File: src/rtl/wsfe_pkg.sv
// Shared types, constants and helpers for the WebSocket frame encoder.
package wsfe_pkg;

    localparam logic [6:0]  LEN_CODE_16 = 7'd126;
    localparam logic [6:0]  LEN_CODE_64 = 7'd127;
    localparam logic [31:0] LEN_16_MAX  = 32'h0000_FFFF;
    localparam logic        MASK_BIT    = 1'b1;

    // Index of the last header byte for each length class.
    localparam logic [3:0]  HDR_LAST_7  = 4'd5;
    localparam logic [3:0]  HDR_LAST_16 = 4'd7;
    localparam logic [3:0]  HDR_LAST_64 = 4'd13;

    typedef enum logic [1:0] {
        LEN_7  = 2'd0,
        LEN_16 = 2'd1,
        LEN_64 = 2'd2
    } t_len_class;

    // One queued job: a whole header burst or one finished payload byte.
    typedef struct packed {
        logic        is_hdr;
        t_len_class  len_class;
        logic [7:0]  first_byte;  // fin/opcode byte, or the payload byte (masked unless overrun)
        logic        frame_end;   // header: length is zero; payload: last byte
        logic        overrun;
        logic [31:0] length;
        logic [31:0] key;
    } t_cmd;

    // Key byte for a phase, first byte in bits 31..24.
    function automatic logic [7:0] key_byte(input logic [31:0] key, input logic [1:0] phase);
        logic [7:0] b;
        case (phase)
            2'd0:    b = key[31:24];
            2'd1:    b = key[23:16];
            2'd2:    b = key[15:8];
            default: b = key[7:0];
        endcase
        return b;
    endfunction

endpackage

File: src/rtl/wsfe_front.sv
// Front end: classifies input words, tracks frame state, builds queued jobs.
module wsfe_front (
    input  logic             i_clk,
    input  logic             i_rst_n,
    input  logic             i_accept,
    input  logic             i_mode,
    input  logic             i_final_flag,
    input  logic [3:0]       i_frame_opcode,
    input  logic [31:0]      i_payload_length,
    input  logic [31:0]      i_mask_key,
    input  logic [7:0]       i_data_byte,
    output logic             o_push,
    output wsfe_pkg::t_cmd   o_cmd
);
    import wsfe_pkg::*;

    logic [31:0] r_remaining, n_remaining;
    logic [1:0]  r_phase,     n_phase;
    logic [31:0] r_key,       n_key;

    always_comb begin
        n_remaining = r_remaining;
        n_phase     = r_phase;
        n_key       = r_key;

        o_cmd            = '0;
        o_cmd.length     = i_payload_length;
        o_cmd.key        = i_mask_key;

        if (!i_mode) begin
            o_cmd.is_hdr     = 1'b1;
            o_cmd.first_byte = {i_final_flag, 3'b000, i_frame_opcode};
            o_cmd.frame_end  = (i_payload_length == 32'd0);
            if (i_payload_length < {25'd0, LEN_CODE_16}) begin
                o_cmd.len_class = LEN_7;
            end else if (i_payload_length <= LEN_16_MAX) begin
                o_cmd.len_class = LEN_16;
            end else begin
                o_cmd.len_class = LEN_64;
            end
            n_remaining = i_payload_length;
            n_phase     = 2'd0;
            n_key       = i_mask_key;
        end else if (r_remaining == 32'd0) begin
            // nothing left in frame: pass through unmasked and flag it
            o_cmd.first_byte = i_data_byte;
            o_cmd.overrun    = 1'b1;
        end else begin
            o_cmd.first_byte = i_data_byte ^ key_byte(r_key, r_phase);
            o_cmd.frame_end  = (r_remaining == 32'd1);
            n_remaining      = r_remaining - 32'd1;
            n_phase          = r_phase + 2'd1;
        end
    end

    assign o_push = i_accept;

    always_ff @(posedge i_clk) begin
        if (!i_rst_n) begin
            r_remaining <= '0;
            r_phase     <= '0;
            r_key       <= '0;
        end else if (i_accept) begin
            r_remaining <= n_remaining;
            r_phase     <= n_phase;
            r_key       <= n_key;
        end
    end

endmodule

File: src/rtl/wsfe_queue.sv
// Small job queue between the front end and the byte sequencer.
module wsfe_queue #(
    parameter int DEPTH = 4
) (
    input  logic             i_clk,
    input  logic             i_rst_n,
    input  logic             i_push,
    input  wsfe_pkg::t_cmd   i_cmd,
    input  logic             i_pop,
    output logic             o_full,
    output logic             o_valid,
    output wsfe_pkg::t_cmd   o_cmd
);
    import wsfe_pkg::*;

    localparam int PW = (DEPTH > 1) ? $clog2(DEPTH) : 1;
    localparam int CW = $clog2(DEPTH + 1);
    localparam logic [PW-1:0] LAST_PTR = PW'(DEPTH - 1);
    localparam logic [CW-1:0] FULL_CNT = CW'(DEPTH);

    t_cmd          r_mem [DEPTH];
    logic [PW-1:0] r_wr_ptr, r_rd_ptr;
    logic [CW-1:0] r_count;

    assign o_full  = (r_count == FULL_CNT);
    assign o_valid = (r_count != '0);
    assign o_cmd   = r_mem[r_rd_ptr];

    always_ff @(posedge i_clk) begin
        if (i_push) begin
            r_mem[r_wr_ptr] <= i_cmd;
        end
    end

    always_ff @(posedge i_clk) begin
        if (!i_rst_n) begin
            r_wr_ptr <= '0;
            r_rd_ptr <= '0;
            r_count  <= '0;
        end else begin
            if (i_push) begin
                r_wr_ptr <= (r_wr_ptr == LAST_PTR) ? '0 : r_wr_ptr + PW'(1);
            end
            if (i_pop) begin
                r_rd_ptr <= (r_rd_ptr == LAST_PTR) ? '0 : r_rd_ptr + PW'(1);
            end
            case ({i_push, i_pop})
                2'b10:   r_count <= r_count + CW'(1);
                2'b01:   r_count <= r_count - CW'(1);
                default: r_count <= r_count;
            endcase
        end
    end

    a_no_push_full: assert property (@(posedge i_clk) disable iff (!i_rst_n)
        o_full |-> !i_push)
        else $error("queue written while full");
    a_no_pop_empty: assert property (@(posedge i_clk) disable iff (!i_rst_n)
        i_pop |-> o_valid)
        else $error("queue read while empty");
    a_count_bound: assert property (@(posedge i_clk) disable iff (!i_rst_n)
        r_count <= FULL_CNT)
        else $error("queue count out of range");

endmodule

File: src/rtl/wsfe_back.sv
// Back end: walks header jobs byte by byte and drives the output register.
module wsfe_back (
    input  logic             i_clk,
    input  logic             i_rst_n,
    input  logic             i_head_valid,
    input  wsfe_pkg::t_cmd   i_head,
    output logic             o_pop,
    output logic             o_valid,
    input  logic             i_ready,
    output logic [7:0]       o_byte,
    output logic             o_is_header,
    output logic             o_frame_end,
    output logic             o_overrun
);
    import wsfe_pkg::*;

    logic [3:0] r_k, n_k;
    logic       r_valid;
    logic [7:0] r_byte;
    logic       r_hdr, r_end, r_ovr;

    logic       advance;
    logic [3:0] last_k;
    logic [3:0] key_start;
    logic [3:0] key_off;
    logic [7:0] ext_byte;
    logic [7:0] hdr_byte;
    logic       hdr_last;

    assign advance = i_head_valid && (!r_valid || i_ready);

    always_comb begin
        unique case (i_head.len_class)
            LEN_7:   last_k = HDR_LAST_7;
            LEN_16:  last_k = HDR_LAST_16;
            default: last_k = HDR_LAST_64;
        endcase
        key_start = last_k - 4'd3;
        key_off   = r_k - key_start;
        hdr_last  = (r_k == last_k);

        // extended length bytes
        ext_byte = 8'h00;
        if (i_head.len_class == LEN_16) begin
            ext_byte = (r_k == 4'd2) ? i_head.length[15:8] : i_head.length[7:0];
        end else begin
            case (r_k)
                4'd6:    ext_byte = i_head.length[31:24];
                4'd7:    ext_byte = i_head.length[23:16];
                4'd8:    ext_byte = i_head.length[15:8];
                4'd9:    ext_byte = i_head.length[7:0];
                default: ext_byte = 8'h00;
            endcase
        end

        if (r_k == 4'd0) begin
            hdr_byte = i_head.first_byte;
        end else if (r_k == 4'd1) begin
            unique case (i_head.len_class)
                LEN_7:   hdr_byte = {MASK_BIT, i_head.length[6:0]};
                LEN_16:  hdr_byte = {MASK_BIT, LEN_CODE_16};
                default: hdr_byte = {MASK_BIT, LEN_CODE_64};
            endcase
        end else if (r_k >= key_start) begin
            hdr_byte = key_byte(i_head.key, key_off[1:0]);
        end else begin
            hdr_byte = ext_byte;
        end

        n_k   = r_k;
        o_pop = 1'b0;
        if (advance) begin
            if (!i_head.is_hdr || hdr_last) begin
                o_pop = 1'b1;
                n_k   = 4'd0;
            end else begin
                n_k = r_k + 4'd1;
            end
        end
    end

    always_ff @(posedge i_clk) begin
        if (!i_rst_n) begin
            r_k     <= '0;
            r_valid <= 1'b0;
        end else begin
            r_k <= n_k;
            if (advance) begin
                r_valid <= 1'b1;
            end else if (i_ready) begin
                r_valid <= 1'b0;
            end
        end
    end

    always_ff @(posedge i_clk) begin
        if (advance) begin
            if (i_head.is_hdr) begin
                r_byte <= hdr_byte;
                r_hdr  <= 1'b1;
                r_end  <= hdr_last && i_head.frame_end;
                r_ovr  <= 1'b0;
            end else begin
                r_byte <= i_head.first_byte;
                r_hdr  <= 1'b0;
                r_end  <= i_head.frame_end;
                r_ovr  <= i_head.overrun;
            end
        end
    end

    assign o_valid     = r_valid;
    assign o_byte      = r_byte;
    assign o_is_header = r_hdr;
    assign o_frame_end = r_end;
    assign o_overrun   = r_ovr;

    a_mid_header: assert property (@(posedge i_clk) disable iff (!i_rst_n)
        (r_k != 4'd0) |-> (i_head_valid && i_head.is_hdr))
        else $error("header walk without a header job at the head");
    a_k_bound: assert property (@(posedge i_clk) disable iff (!i_rst_n)
        r_k <= HDR_LAST_64)
        else $error("header byte index out of range");
    a_pop_advance: assert property (@(posedge i_clk) disable iff (!i_rst_n)
        o_pop |-> advance)
        else $error("job released without a byte going out");

endmodule

File: src/rtl/websocket_frame_encoder.sv
// Top level of the WebSocket client frame encoder.
// Turns frame-start and payload words into the masked RFC 6455 byte stream.
// A frame-start word (tuser = 0) yields the header: fin/opcode byte, mask bit
// with the length code, 0, 2 or 8 extended length bytes and the four key bytes,
// so 6, 8 or 14 output words. A payload word (tuser = 1) yields one byte XORed
// with key byte (index mod 4); a payload word with no bytes left in the frame
// goes out unmasked with the overrun flag. tlast marks the last byte of a
// frame (last key byte when the length is zero). A new frame-start word drops
// whatever remained of the previous frame.
// Rate: one output word per cycle when the sink is ready and a job is queued;
// payload words are taken one per cycle while the queue is not full. The front
// end updates frame state as each word is accepted and drops a job into a
// QUEUE_DEPTH-entry queue; the byte sequencer drains it, so a header burst
// holds the output for its 6, 8 or 14 words while the input keeps taking words
// until the queue fills. Each word passes the queue and then the output register.
module websocket_frame_encoder #(
    parameter int QUEUE_DEPTH = 4
) (
    input  logic        i_clk,
    input  logic        i_rst_n,

    input  logic        i_s_axis_tvalid,
    output logic        o_s_axis_tready,
    // [0] final_flag, [4:1] frame_opcode, [36:5] payload_length,
    // [68:37] mask_key, [76:69] data_byte, [79:77] zero
    input  logic [79:0] i_s_axis_tdata,
    // [0] mode: 0 frame start, 1 payload byte
    input  logic        i_s_axis_tuser,

    output logic        o_m_axis_tvalid,
    input  logic        i_m_axis_tready,
    // [7:0] out_byte
    output logic [7:0]  o_m_axis_tdata,
    // [0] is_header, [1] overrun
    output logic [1:0]  o_m_axis_tuser,
    // frame_end
    output logic        o_m_axis_tlast
);
    import wsfe_pkg::*;

    logic accept;
    logic push;
    logic pop;
    logic q_full;
    logic q_valid;
    t_cmd front_cmd;
    t_cmd head_cmd;

    assign o_s_axis_tready = !q_full;
    assign accept          = i_s_axis_tvalid && !q_full;

    wsfe_front u_front (
        .i_clk            (i_clk),
        .i_rst_n          (i_rst_n),
        .i_accept         (accept),
        .i_mode           (i_s_axis_tuser),
        .i_final_flag     (i_s_axis_tdata[0]),
        .i_frame_opcode   (i_s_axis_tdata[4:1]),
        .i_payload_length (i_s_axis_tdata[36:5]),
        .i_mask_key       (i_s_axis_tdata[68:37]),
        .i_data_byte      (i_s_axis_tdata[76:69]),
        .o_push           (push),
        .o_cmd            (front_cmd)
    );

    wsfe_queue #(
        .DEPTH (QUEUE_DEPTH)
    ) u_queue (
        .i_clk   (i_clk),
        .i_rst_n (i_rst_n),
        .i_push  (push),
        .i_cmd   (front_cmd),
        .i_pop   (pop),
        .o_full  (q_full),
        .o_valid (q_valid),
        .o_cmd   (head_cmd)
    );

    wsfe_back u_back (
        .i_clk        (i_clk),
        .i_rst_n      (i_rst_n),
        .i_head_valid (q_valid),
        .i_head       (head_cmd),
        .o_pop        (pop),
        .o_valid      (o_m_axis_tvalid),
        .i_ready      (i_m_axis_tready),
        .o_byte       (o_m_axis_tdata),
        .o_is_header  (o_m_axis_tuser[0]),
        .o_frame_end  (o_m_axis_tlast),
        .o_overrun    (o_m_axis_tuser[1])
    );

endmodule
File: config.mk
export PLATFORM = sky130hd
export DESIGN_NAME = websocket_frame_encoder
export DESIGN_NICKNAME = d
export VERILOG_FILES = /design/src/rtl/wsfe_pkg.sv /design/src/rtl/wsfe_front.sv /design/src/rtl/wsfe_queue.sv /design/src/rtl/wsfe_back.sv /design/src/rtl/websocket_frame_encoder.sv
export SDC_FILE = /design/constraint.sdc
export NUM_CORES = 1
export LEC_CHECK = 0
export BUFFER_PORTS_ARGS = -buffer_cell sky130_fd_sc_hd__buf_2
export CAP_MARGIN = 10
export CORE_ASPECT_RATIO = 0.75
export CORE_MARGIN = 5
export CORE_UTILIZATION = 61
export DETAILED_ROUTE_END_ITERATION = 10
export PLACE_DENSITY = 0.8
export SKIP_CTS_REPAIR_TIMING = 1
export SYNTH_ARGS = -nofsm -noshare
export SYNTH_HDL_FRONTEND = slang
export SYNTH_SLANG_ARGS = --single-unit
export TNS_END_PERCENT = 5
File: constraint.sdc
create_clock -name i_clk -period 4.8 [get_ports i_clk]
set_input_delay 0.96 -clock i_clk [delete_from_list [all_inputs] [get_ports i_clk]]
set_output_delay 0.96 -clock i_clk [all_outputs]
set_load 0.02 [all_outputs]
== Yosys cells after proc, flatten, opt, wreduce, memory -nomap -nowiden ==
Memory sizes are Yosys's and may differ from the RTL's. A register that Yosys moved wholly into a read port is not among the register bits.
Index checks and enable logic that the tools add are counted.
Word-level totals
  bits in registers: 89
  memory bits (writable): 308
  bits of input ports: 85
  output and inout port bits: 13
  logic and storage cells: 104
  memories kept: 1
Cells by class
  add/sub/neg operators: 9
  magnitude comparators: 3
  equality and inequality tests: 19
  muxes and demuxes: 39
  bitwise gates (word level): 2
  reductions and logical operators: 19
Memories
  u_queue.r_mem: depth 4, bits a word 77, rd ports 1, clocked after memory_dff 1, write ports 1, line wsfe_queue.sv:21  | t_cmd r_mem [DEPTH];
Operators by type and width (number)
  $mux 8: 9
  $logic_not 32->1: 2
  $mux 32: 2
  $pmux 8 s3: 2
  $eq 32x1->1 const B: 1
  $le 32x16->1 const B: 1
  $lt 32x7->1 const B: 1
  $pmux 8 s4: 1
  $sub 32x1->32 const B: 1
  $mux 2: 8
  $pmux 7 s2: 1
  $mux 1: 11
  $eq 2x2->1 const B: 5
  $mux 9: 1
  $eq 2x1->1 const B: 4
  $eq 4x3->1 const B: 2
  $eq 4x4->1 const B: 2
  $pmux 4 s2: 1
  $xor 8x8->8: 1
  $add 2x1->2 const B: 3
  $logic_not 2->1: 3
  $pmux 3 s2: 1
  $add 4x1->4 const B: 1
  $eq 4x1->1 const B: 1
  19 further kinds: 26

== Logic depth before layout (Yosys ltp) ==
Gate-level depths: netlist of the first run.
  depth in word-level cells: 10
  mapped depth: 16
  depth with buffers taken out: 13

== Cells and area by module ==
A second synthesis of the first run with hierarchy kept.
Second synthesis, totals
  cells, all modules: 1222
  area total of the unflattened synthesis: 17690.7 um^2
Modules (own cells, without submodules)
  wsfe_queue: instances 1, cells an instance 450, area each 11609.9 um^2, sequential area each 9429.0 um^2
  wsfe_front: instances 1, cells an instance 612, area each 4465.5 um^2, sequential area each 1321.3 um^2
  wsfe_back: instances 1, cells an instance 158, area each 1605.3 um^2, sequential area each 430.4 um^2
  websocket_frame_encoder: instances 1, cells an instance 2, area each 10.0 um^2, sequential area each 0.0 um^2

== Worst setup path before layout of the first run ==
OpenSTA, ideal clock, no wires.
  path type: register to register
  from: reg (tool-made name)
  to: reg u_queue.r_count[2]
  setup time: 70 ps
  arrival: 3562 ps
  data required time: 4730 ps
  path slack: 1167 ps
  stages on the path, launching flop included: 17
  path buffers: 3
  period minus slack after synthesis: 3633 ps
  cell sequence: dfxtp_1 buf_6 mux4_2 nor2b_1 buf_2 inv_2 ha_1 clkbuf_1 nand4b_1 and2_1 nor2b_1 ha_1 inv_1 fa_1 xor2_1 or3_1 a21oi_1
RTL lines
  to (signal assigned): line wsfe_queue.sv:48  | 2'b10: r_count <= r_count + CW'(1);
  to (signal assigned): line wsfe_queue.sv:49  | 2'b01: r_count <= r_count - CW'(1);
  to (signal assigned): line wsfe_queue.sv:50  | default: r_count <= r_count;
  to (decl): line wsfe_queue.sv:23  | logic [CW-1:0] r_count;

==> results of run 1 <==
## report_power, final
part	internal, µW	switching, µW	total [µW]
Combinational	1030	1620	2640
Clock	1810	1260	3060
Sequential	4160	190	4350
## registers in the layout (all words and copies together), names as in the netlist, named ones only
signal	cells
u_back.o_byte	8
u_back.o_frame_end	1
u_back.o_is_header	1
u_back.o_overrun	1
u_back.o_valid	1
u_back.r_k	4
u_front.r_key	32
u_front.r_phase	2
u_front.r_remaining	32
u_queue.r_count	3
u_queue.r_mem	308
u_queue.r_rd_ptr	2
u_queue.r_wr_ptr	2
## cell families (layout without fill, tap and decap cells)
kind of cell,after synthesis,in the layout,synth area share
flip-flops,399,399,0.651
AND/OR/NAND/NOR,316,316,0.0952
multiplexers,107,107,0.112
XOR/XNOR,13,13,0.00662
buffers and inverters,99,208,0.0259
AO/OA/AOI/OAI,240,240,0.0946
adder cells (fa/ha/maj),20,20,0.0150
## tightest hold or removal path: cells and delay by family (launching register included)
kind               cells  cell delay, ns
and+or+nand+nor        1            0.05
AOI/OAI and AO/OA      1            0.05
DFF                    1            0.31
## path summary, 6_finish.rpt
path | start | end | slack, ns | cells past startpoint
hold reg to reg | u_front.r_key[24] | u_front.r_key[24] | 0.45 | 2
setup reg to reg | flop | u_queue.r_count[2] | 0.66 | 13
setup / recovery | flop | u_queue.r_count[2] | 0.66 | 13
hold / removal | u_front.r_key[24] | u_front.r_key[24] | 0.45 | 2
## cells in the final DEF (no fill, tap or decap), types with 6 or more instances in the layout
cell type,netlist,final
o21ai_0,22,22
xnor2_1,9,9
mux2i_1,34,34
nand4_1,9,9
buf_4,10,27
buf_2,23,94
nor4_1,15,15
o21a_1,14,14
a31oi_1,17,17
nand2_1,125,125
mux4_2,68,68
nand3_1,23,23
a21oi_1,73,72
clkbuf_16,0,39
inv_1,18,17
and3_1,10,6
o22ai_1,22,22
a22oi_1,21,21
clkinv_1,0,8
o32ai_1,8,8
clkbuf_1,36,6
nor2_1,48,48
ha_1,19,19
a222oi_1,8,8
nor3_1,18,18
dfxtp_1,80,78
edfxtp_1,319,319
nor2b_1,11,11
## layout make-up
type	count	share of cell area
inverter	19	0.00370
multi-input combinational	696	0.290
clock inverter	20	0.0119
tap	385	0.0250
clock buffer	48	0.0539
sequential	399	0.580
timing repair buffer	121	0.0349
## per-layer routing
metal | GRT usage | wire (µm) | vias up
met2 | 0.399 | 19200 | 676
li1 | - | - | 4863
met4 | 0.0587 | 847 | 0
met5 | 0 | 0 | -
met1 | 0.397 | 17100 | 5554
met3 | 0.0817 | 5170 | 89
## stage by stage
step,worst slack (ns),hold WS [ns]
3_3_place_gp,0.753,0.443
2_1_floorplan,1.17,0.436
5_1_grt,0.409,0.481
3_5_place_dp,0.721,0.448
6_report,0.659,0.455
4_1_cts,0.680,0.456
==> metrics.csv, run 1 <==
metric,value,unit
htree_levels,2,
multi_input_comb_area,5590,µm²
fin_cells,1688,
synthesis.area,17200,µm²
total_power,10100,µW
grt_pass1_wl,65100,µm
syn-instance-count,1194,
outcome,"finished, final reports clean",
endpoint_kind,flop,
overflow,0,
drive_gt1_frac,0.214,
syn_nets,1299,
yosys_warnings,0,
synth_most_common_cell,edfxtp_1,
start_util,0.616,
yosysUniqueCellTypes,82,
die_x,204,µm
skew,0.0209,ns
vdd_ir_drop_max,286,µV
cp-start-kind,flop,
portBuffers,94,
final_util,0.690,
drc,0,
synthToLayoutAreaGrowth,12.1,%
grt_pass1_vias,11000,
max_slew.worst_pin.slew,1.22,ns
synth-seq-cells,399,
synthTopCellsByCount,"edfxtp_1 (319), nand2_1 (125), dfxtp_1 (80), a21oi_1 (73), mux4_2 (68)",
antenna_cells,0,
slew_violations,0,
rsz0062_at_grt,no,
drtIter0Drc,1644,
die_height,155,µm
design_area,19300,µm²
row_count,53,
cp_top_family,simple AND/OR/NAND/NOR gates,
p_leak,0.00635,µW
dp_hpwl,27600,µm
dieArea,31700,µm²
synth_area_leaders,"edfxtp_1 (56%), dfxtp_1 (9.3%), mux4_2 (8.9%)",
crit_path_cell_trace,"mux4_2, nor2b_1, inv_2, ha_1, nand4b_1, and2_1, nor2b_1, ha_1, inv_1, fa_1, xor2_1, or3_1, a21oi_1",
powerDensity,522,nW/µm²
finalCritPeriodShare,0.863,
pin_count,98,
cts_tree,done,
vias_per_cell,6.62,
min_period,4.14,ns
place_congestion,0.911,
cp_max_fo,19,
setup_viol,0,
routedWlPerCell,25.1,µm
final-seq-area,11200,µm²
fin_tns_setup,0,ns
hold_viol_final,0,
worst_slew_margin_rel,0.184,
num_vias,11200,
dpl.cell_count,1620,
synth_flop_cell,edfxtp_1,
dr.pass1.iters,6,
worst-path-buf-inv,2,
num-fill-cells,1842,
antenna_found_initial,0,
core,27900,µm²
ys_async_sr_fraction,0,
worstSetupPathType,flop to flop,
fin_nets,1380,
wl,42300,µm
syn_area_per_cell,14.4,µm²
max_stage_delay,0.60,ns
max_cap_violations,0,
synth_top_area_share,0.557,
hp-class,flop to flop,
arrival,4.59,ns
slowest_stage,mux4_2,
clockRootBuffer,clkbuf_16,
worstPathRequired,5.25,ns
final_antenna_net_count,0,
synth_edf_count,319,
clk_path_buf_depth,3,
cts_sinks,399,
fmaxAchievable,241,MHz
cts-buffers-inserted,38,
clk_pin_slew_worst_paths,0.06,ns
grt_max_degree,62,
placed_cell_area,18000,µm²
grt_usage,0.268,
yosysSeqAreaShare,0.651,
synth_area_leader_cell,edfxtp_1,
clock_latency,0.53,ns
(Power assumes the default switching activity.)
==> run 2, diff against run 1 <==
--- a/config.mk
+++ b/config.mk
@@ -7,11 +7,13 @@
 export LEC_CHECK = 0
 export BUFFER_PORTS_ARGS = -buffer_cell sky130_fd_sc_hd__buf_2
 export CAP_MARGIN = 10
+export CELL_PAD_IN_SITES_DETAIL_PLACEMENT = 2
+export CELL_PAD_IN_SITES_GLOBAL_PLACEMENT = 2
 export CORE_ASPECT_RATIO = 0.75
 export CORE_MARGIN = 5
-export CORE_UTILIZATION = 61
+export CORE_UTILIZATION = 40
 export DETAILED_ROUTE_END_ITERATION = 10
-export PLACE_DENSITY = 0.8
+export PLACE_DENSITY_LB_ADDON = 0.1
 export SKIP_CTS_REPAIR_TIMING = 1
 export SYNTH_ARGS = -nofsm -noshare
 export SYNTH_HDL_FRONTEND = slang
==> constraint.sdc (replaced) <==
create_clock -name i_clk -period 3.6 [get_ports i_clk]
set_input_delay 0.72 -clock i_clk [delete_from_list [all_inputs] [get_ports i_clk]]
set_output_delay 0.72 -clock i_clk [all_outputs]
set_load 0.02 [all_outputs]
==> metrics.csv, run 2 (synthesized netlist as in run 1, its figures left out) <==
metric,value,unit,change
outcome,"finished, final reports clean",,
powerDensity,707,nW/µm²,+35%
vias_per_cell,5.89,,-11%
cts_sinks,399,,unchanged
clockRootBuffer,clkbuf_16,,
total_power,14000,µW,+39%
core,42300,µm²,+51%
final_util,0.469,,-0.222
pin_count,98,,unchanged
dpl_worst_slack,0.0318,ns,-0.689 ns
die_x,249,µm,+22%
cts-buffers-inserted,43,,+13%
num_vias,11200,,+0.22%
p_leak,0.00653,µW,+2.8%
worst_slew_margin_rel,0.422,,+0.238
place_congestion,0.793,,-13%
vdd_ir_drop_max,505,µV,+77%
final_common_cell,edfxtp_1,,
grt_max_degree,55,,-11%
overflow,0,,unchanged
cts_tree,done,,
arrival,3.89,ns,-0.70 ns
final_antenna_net_count,0,,unchanged
fin_nets,1408,,+2.0%
portBuffers,94,,unchanged
max_cap_violations,0,,unchanged
slew_violations,0,,unchanged
worst-path-buf-inv,2,,unchanged
drtIter0Drc,855,,-48%
row_count,65,,+23%
layout_common_cells,"edfxtp_1 (319), nand2_1 (125), buf_2 (94)",,
dp_hpwl,37000,µm,+34%
grt_pass1_wl,81400,µm,+25%
min_period,3.43,ns,-0.713 ns
design_area,19800,µm²,+2.8%
worstPathRequired,4.07,ns,-1.18 ns
skew,0.0285,ns,+0.00758 ns
setup_viol,0,,unchanged
antenna_found_initial,0,,unchanged
dieArea,47300,µm²,+49%
max_stage_delay,0.56,ns,-0.04 ns
hold_viol_final,0,,unchanged
clk_pin_slew_worst_paths,0.06,ns,about the same
cp_max_fo,4,,-15
endpoint_kind,flop,,
fmaxAchievable,292,MHz,+21%
synthToLayoutAreaGrowth,15.3,%,
cp_top_family,simple AND/OR/NAND/NOR gates,,
htree_levels,2,,unchanged
max_slew.worst_pin.slew,0.867,ns,-0.350 ns
largest_reg_flops,308,,unchanged
top_register,u_queue.r_mem,,
clock_latency,0.56,ns,+0.03 ns
finalCritPeriodShare,0.952,,+0.0894
routedWlPerCell,28.6,µm,+14%
die_height,190,µm,+22%
clk_path_buf_depth,3,,unchanged
rsz0062_at_grt,no,,
grt_usage,0.228,,-0.0399
wl,54400,µm,+29%
fin_ws,0.172,ns,-0.487 ns
start_util,0.406,,-0.209
critPathMostFrequentCell,nor2b_4,,
reg.largest.list,"u_queue.r_mem: 308 flops, u_front.r_key: 32 flops, u_front.r_remaining: 32 flops",,
worstSetupPathType,flop to flop,,
placed_cell_area,18400,µm²,+2.4%
antenna_cells,0,,unchanged
hp-class,primary input to flop,,
grt_pass1_vias,12200,,+11%
dr.pass1.iters,5,,-1
slowest_stage,mux4_2,,
crit_path_cell_trace,"mux4_2, nor2b_4, inv_2, ha_1, nand4b_1, and2_2, nor2b_4, ha_2, inv_1, fa_1, xor2_1, or3_1, a21oi_1",,
drc,0,,unchanged
cp-start-kind,flop,,
drive_gt1_frac,0.234,,+0.0199
[run 2: layer usage]
layer / up-vias / part of all wire / GRT usage
met5: - / 0 / 0
met4: 0 / 0.014 / 0.0420
met3: 53 / 0.048 / 0.0382
met2: 266 / 0.46 / 0.365
met1: 5975 / 0.47 / 0.334
li1: 4913 / - / -
[run 2: path summary, 6_finish.rpt]
| path | from | end | slack (ns) | cells after the start |
|---|---|---|---|---|
| worst max-delay path | flop | u_queue.r_count[2] | 0.17 | 13 |
| worst min-delay path | i_s_axis_tdata[58] | u_queue.r_mem[1][21] | 0.40 | 1 |
| worst max register to register | flop | u_queue.r_count[2] | 0.17 | 13 |
| worst min register to register | u_front.r_key[2] | u_front.r_key[2] | 0.46 | 2 |
[run 2: power by group]
group / internal [µW] / total [µW] / switching, µW
logic: 1500 / 3910 / 2410
clock network: 2470 / 4300 / 1830
registers: 5560 / 5800 / 243
[run 2: metrics by stage]
step / TNS, ns / hold slack [ns] / cells
2_1_floorplan: 0 / 0.436 / 1194
3_3_place_gp: 0 / 0.442 / 1825
3_5_place_dp: 0 / 0.451 / 1825
4_1_cts: -0.0383 / 0.381 / 1900
5_1_grt: 0 / 0.385 / 1902
6_report: 0 / 0.405 / 1902
[run 2: layout make-up]
type                    instances  area [µm²]
inverters                      19        71.3
multi-input cells             696        5610
clock buffers                  55        1150
repair buffers                144         896
fillers                      4080       22500
clock inverters                20         185
well taps                     569         712
flip-flops and latches        399       11200
==> run 3, diff against run 2 <==
--- a/config.mk
+++ b/config.mk
@@ -14,6 +14,7 @@
 export CORE_UTILIZATION = 40
 export DETAILED_ROUTE_END_ITERATION = 10
 export PLACE_DENSITY_LB_ADDON = 0.1
+export SETUP_SLACK_MARGIN = 0.3
 export SKIP_CTS_REPAIR_TIMING = 1
 export SYNTH_ARGS = -nofsm -noshare
 export SYNTH_HDL_FRONTEND = slang
==> metrics.csv, run 3 (synthesized netlist as in run 1, its figures left out) <==
metric,value,unit,change
grt_pass1_vias,12200,,-0.26%
drive_gt1_frac,0.226,,-0.00798
dpl.cell_count,1815,,-0.55%
clock_latency,0.55,ns,about the same
dp_hpwl,36900,µm,-0.28%
overflow,0,,unchanged
worst-path-buf-inv,2,,unchanged
max_slew.worst_pin.slew,0.973,ns,+0.105 ns
rrSetupSlack,0.35,ns,+0.18 ns
clockRootBuffer,clkbuf_16,,
wl,53600,µm,-1.4%
max_cap_violations,0,,unchanged
portBuffers,94,,unchanged
outcome,"finished, final reports clean",,
crit_path_cell_trace,"mux4_2, nor2b_4, inv_6, ha_4, nand4b_1, and2_4, nor2b_4, ha_4, inv_1, fa_2, xor2_1, or3_1, a21oi_2",,
reg.largest.list,"u_queue.r_mem: 308 flops, u_front.r_key: 32 flops, u_front.r_remaining: 32 flops",,
powerDensity,706,nW/µm²,-0.16%
slowest_stage,mux4_2,,
crit_end,u_queue.r_count[2],,
cp_top_family,simple AND/OR/NAND/NOR gates,,
grt_max_degree,61,,+11%
start_util,0.406,,unchanged
antenna_found_initial,0,,unchanged
fin_nets,1400,,-0.57%
vias_per_cell,5.92,,+0.41%
finalCritPeriodShare,0.903,,-0.0487
clk_pin_slew_worst_paths,0.06,ns,about the same
fin_cells,1896,,-0.32%
die_x,249,µm,unchanged
top_register,u_queue.r_mem,,
rr_worst_depth,13,,unchanged
cts-buffers-inserted,43,,unchanged
clk_path_buf_depth,3,,unchanged
placed_cell_area,18400,µm²,-0.18%
design_area,19800,µm²,-0.17%
min_period,3.25,ns,-0.175 ns
num_vias,11200,,+0.089%
cp.depth,13,,unchanged
setup_viol,0,,unchanged
worstReg2RegEnd,u_queue.r_count[2],,
cts_sinks,399,,unchanged
skew,0.0146,ns,-0.0138 ns
hp-class,primary input to flop,,
final_util,0.468,,-0.000799
drtIter0Drc,802,,-6.2%
fin_tns_setup,0,ns,unchanged
p_leak,0.00647,µW,-0.88%
layout_common_cells,"edfxtp_1 (319), nand2_1 (125), buf_2 (94)",,
worst_slew_margin_rel,0.352,,-0.0702
cts_tree,done,,
htree_levels,2,,unchanged
synthToLayoutAreaGrowth,15.1,%,
final_common_cell,edfxtp_1,,
largest_reg_flops,308,,unchanged
cp-start-kind,flop,,
arrival,3.72,ns,-0.17 ns
core,42300,µm²,unchanged
place_congestion,0.813,,+2.5%
worstPathRequired,4.07,ns,about the same
final_antenna_net_count,0,,unchanged
row_count,65,,unchanged
die_height,190,µm,unchanged
rsz0062_at_grt,yes,,
max_stage_delay,0.57,ns,about the same
slew_violations,0,,unchanged
antenna_cells,0,,unchanged
worstSetupPathType,flop to flop,,
pin_count,98,,unchanged
vdd_ir_drop_max,423,µV,-16%
num-fill-cells,4072,,-0.20%
total_power,14000,µW,-0.33%
drc,0,,unchanged
fmaxAchievable,307,MHz,+5.4%
grt_usage,0.223,,-0.00477
dieArea,47300,µm²,unchanged
cp_max_fo,10,,+6
endpoint_kind,flop,,
dr.pass1.iters,5,,unchanged
hold_viol_final,0,,unchanged
grt_pass1_wl,80200,µm,-1.4%
routedWlPerCell,28.3,µm,-1.1%
run 3: changes by cell type in the layout (fill, tap and decap cells not counted), moves of 2 or more:
cell	previous run	this run
clkinv_2	8	0
clkinv_4	0	2
clkbuf_1	9	21
clkinv_1	6	3
buf_4	46	37
ha_4	0	2
run 3: report_power, final:
part | total, µW | leakage (µW) | internal [µW] | switching, µW
combinational | 3910 | 0.00225 | 1500 | 2410
clock | 4250 | 0.000629 | 2450 | 1810
sequential | 5800 | 0.00360 | 5560 | 242
total | 14000 | 0.00647 | 9500 | 4460
run 3: metrics by stage:
step                hold WS [ns]  setup WS (ns)
global placement           0.442          0.209
CTS                        0.391         0.0466
global route               0.400          0.197
finish                     0.414          0.348
floorplan                  0.436          0.302
detailed placement         0.452         0.0699
run 3: routing by layer:
metal	up-vias	global-route usage	routed length, µm
li1	4908	-	-
met1	5975	0.330	25100
met2	258	0.355	24700
met3	76	0.0309	2620
met4	0	0.0502	1150
met5	-	0	0
run 3: worst min path at each step:
stage,start,end,slack (ns),cells after the start
2_1_floorplan,u_front.r_key[10],u_front.r_key[10],0.44,2
3_3_place_gp,u_front.r_key[18],u_front.r_key[18],0.44,2
3_5_place_dp,u_front.r_key[12],u_front.r_key[12],0.45,2
4_1_cts,i_s_axis_tdata[68],u_queue.r_mem[0][31],0.39,1
5_1_grt,i_s_axis_tdata[68],u_queue.r_mem[0][31],0.40,1
6_report,i_s_axis_tdata[50],u_queue.r_mem[1][13],0.41,1
run 3: final cells by class:
cell class / count / area [µm²] / area share
clock buffers: 68 / 1210 / 0.0612
flip-flops and latches: 399 / 11200 / 0.566
clock inverters: 9 / 105 / 0.00531
multi-input cells: 696 / 5640 / 0.285
well taps: 569 / 712 / 0.0360
inverters: 19 / 76.3 / 0.00386
repair buffers: 136 / 848 / 0.0429
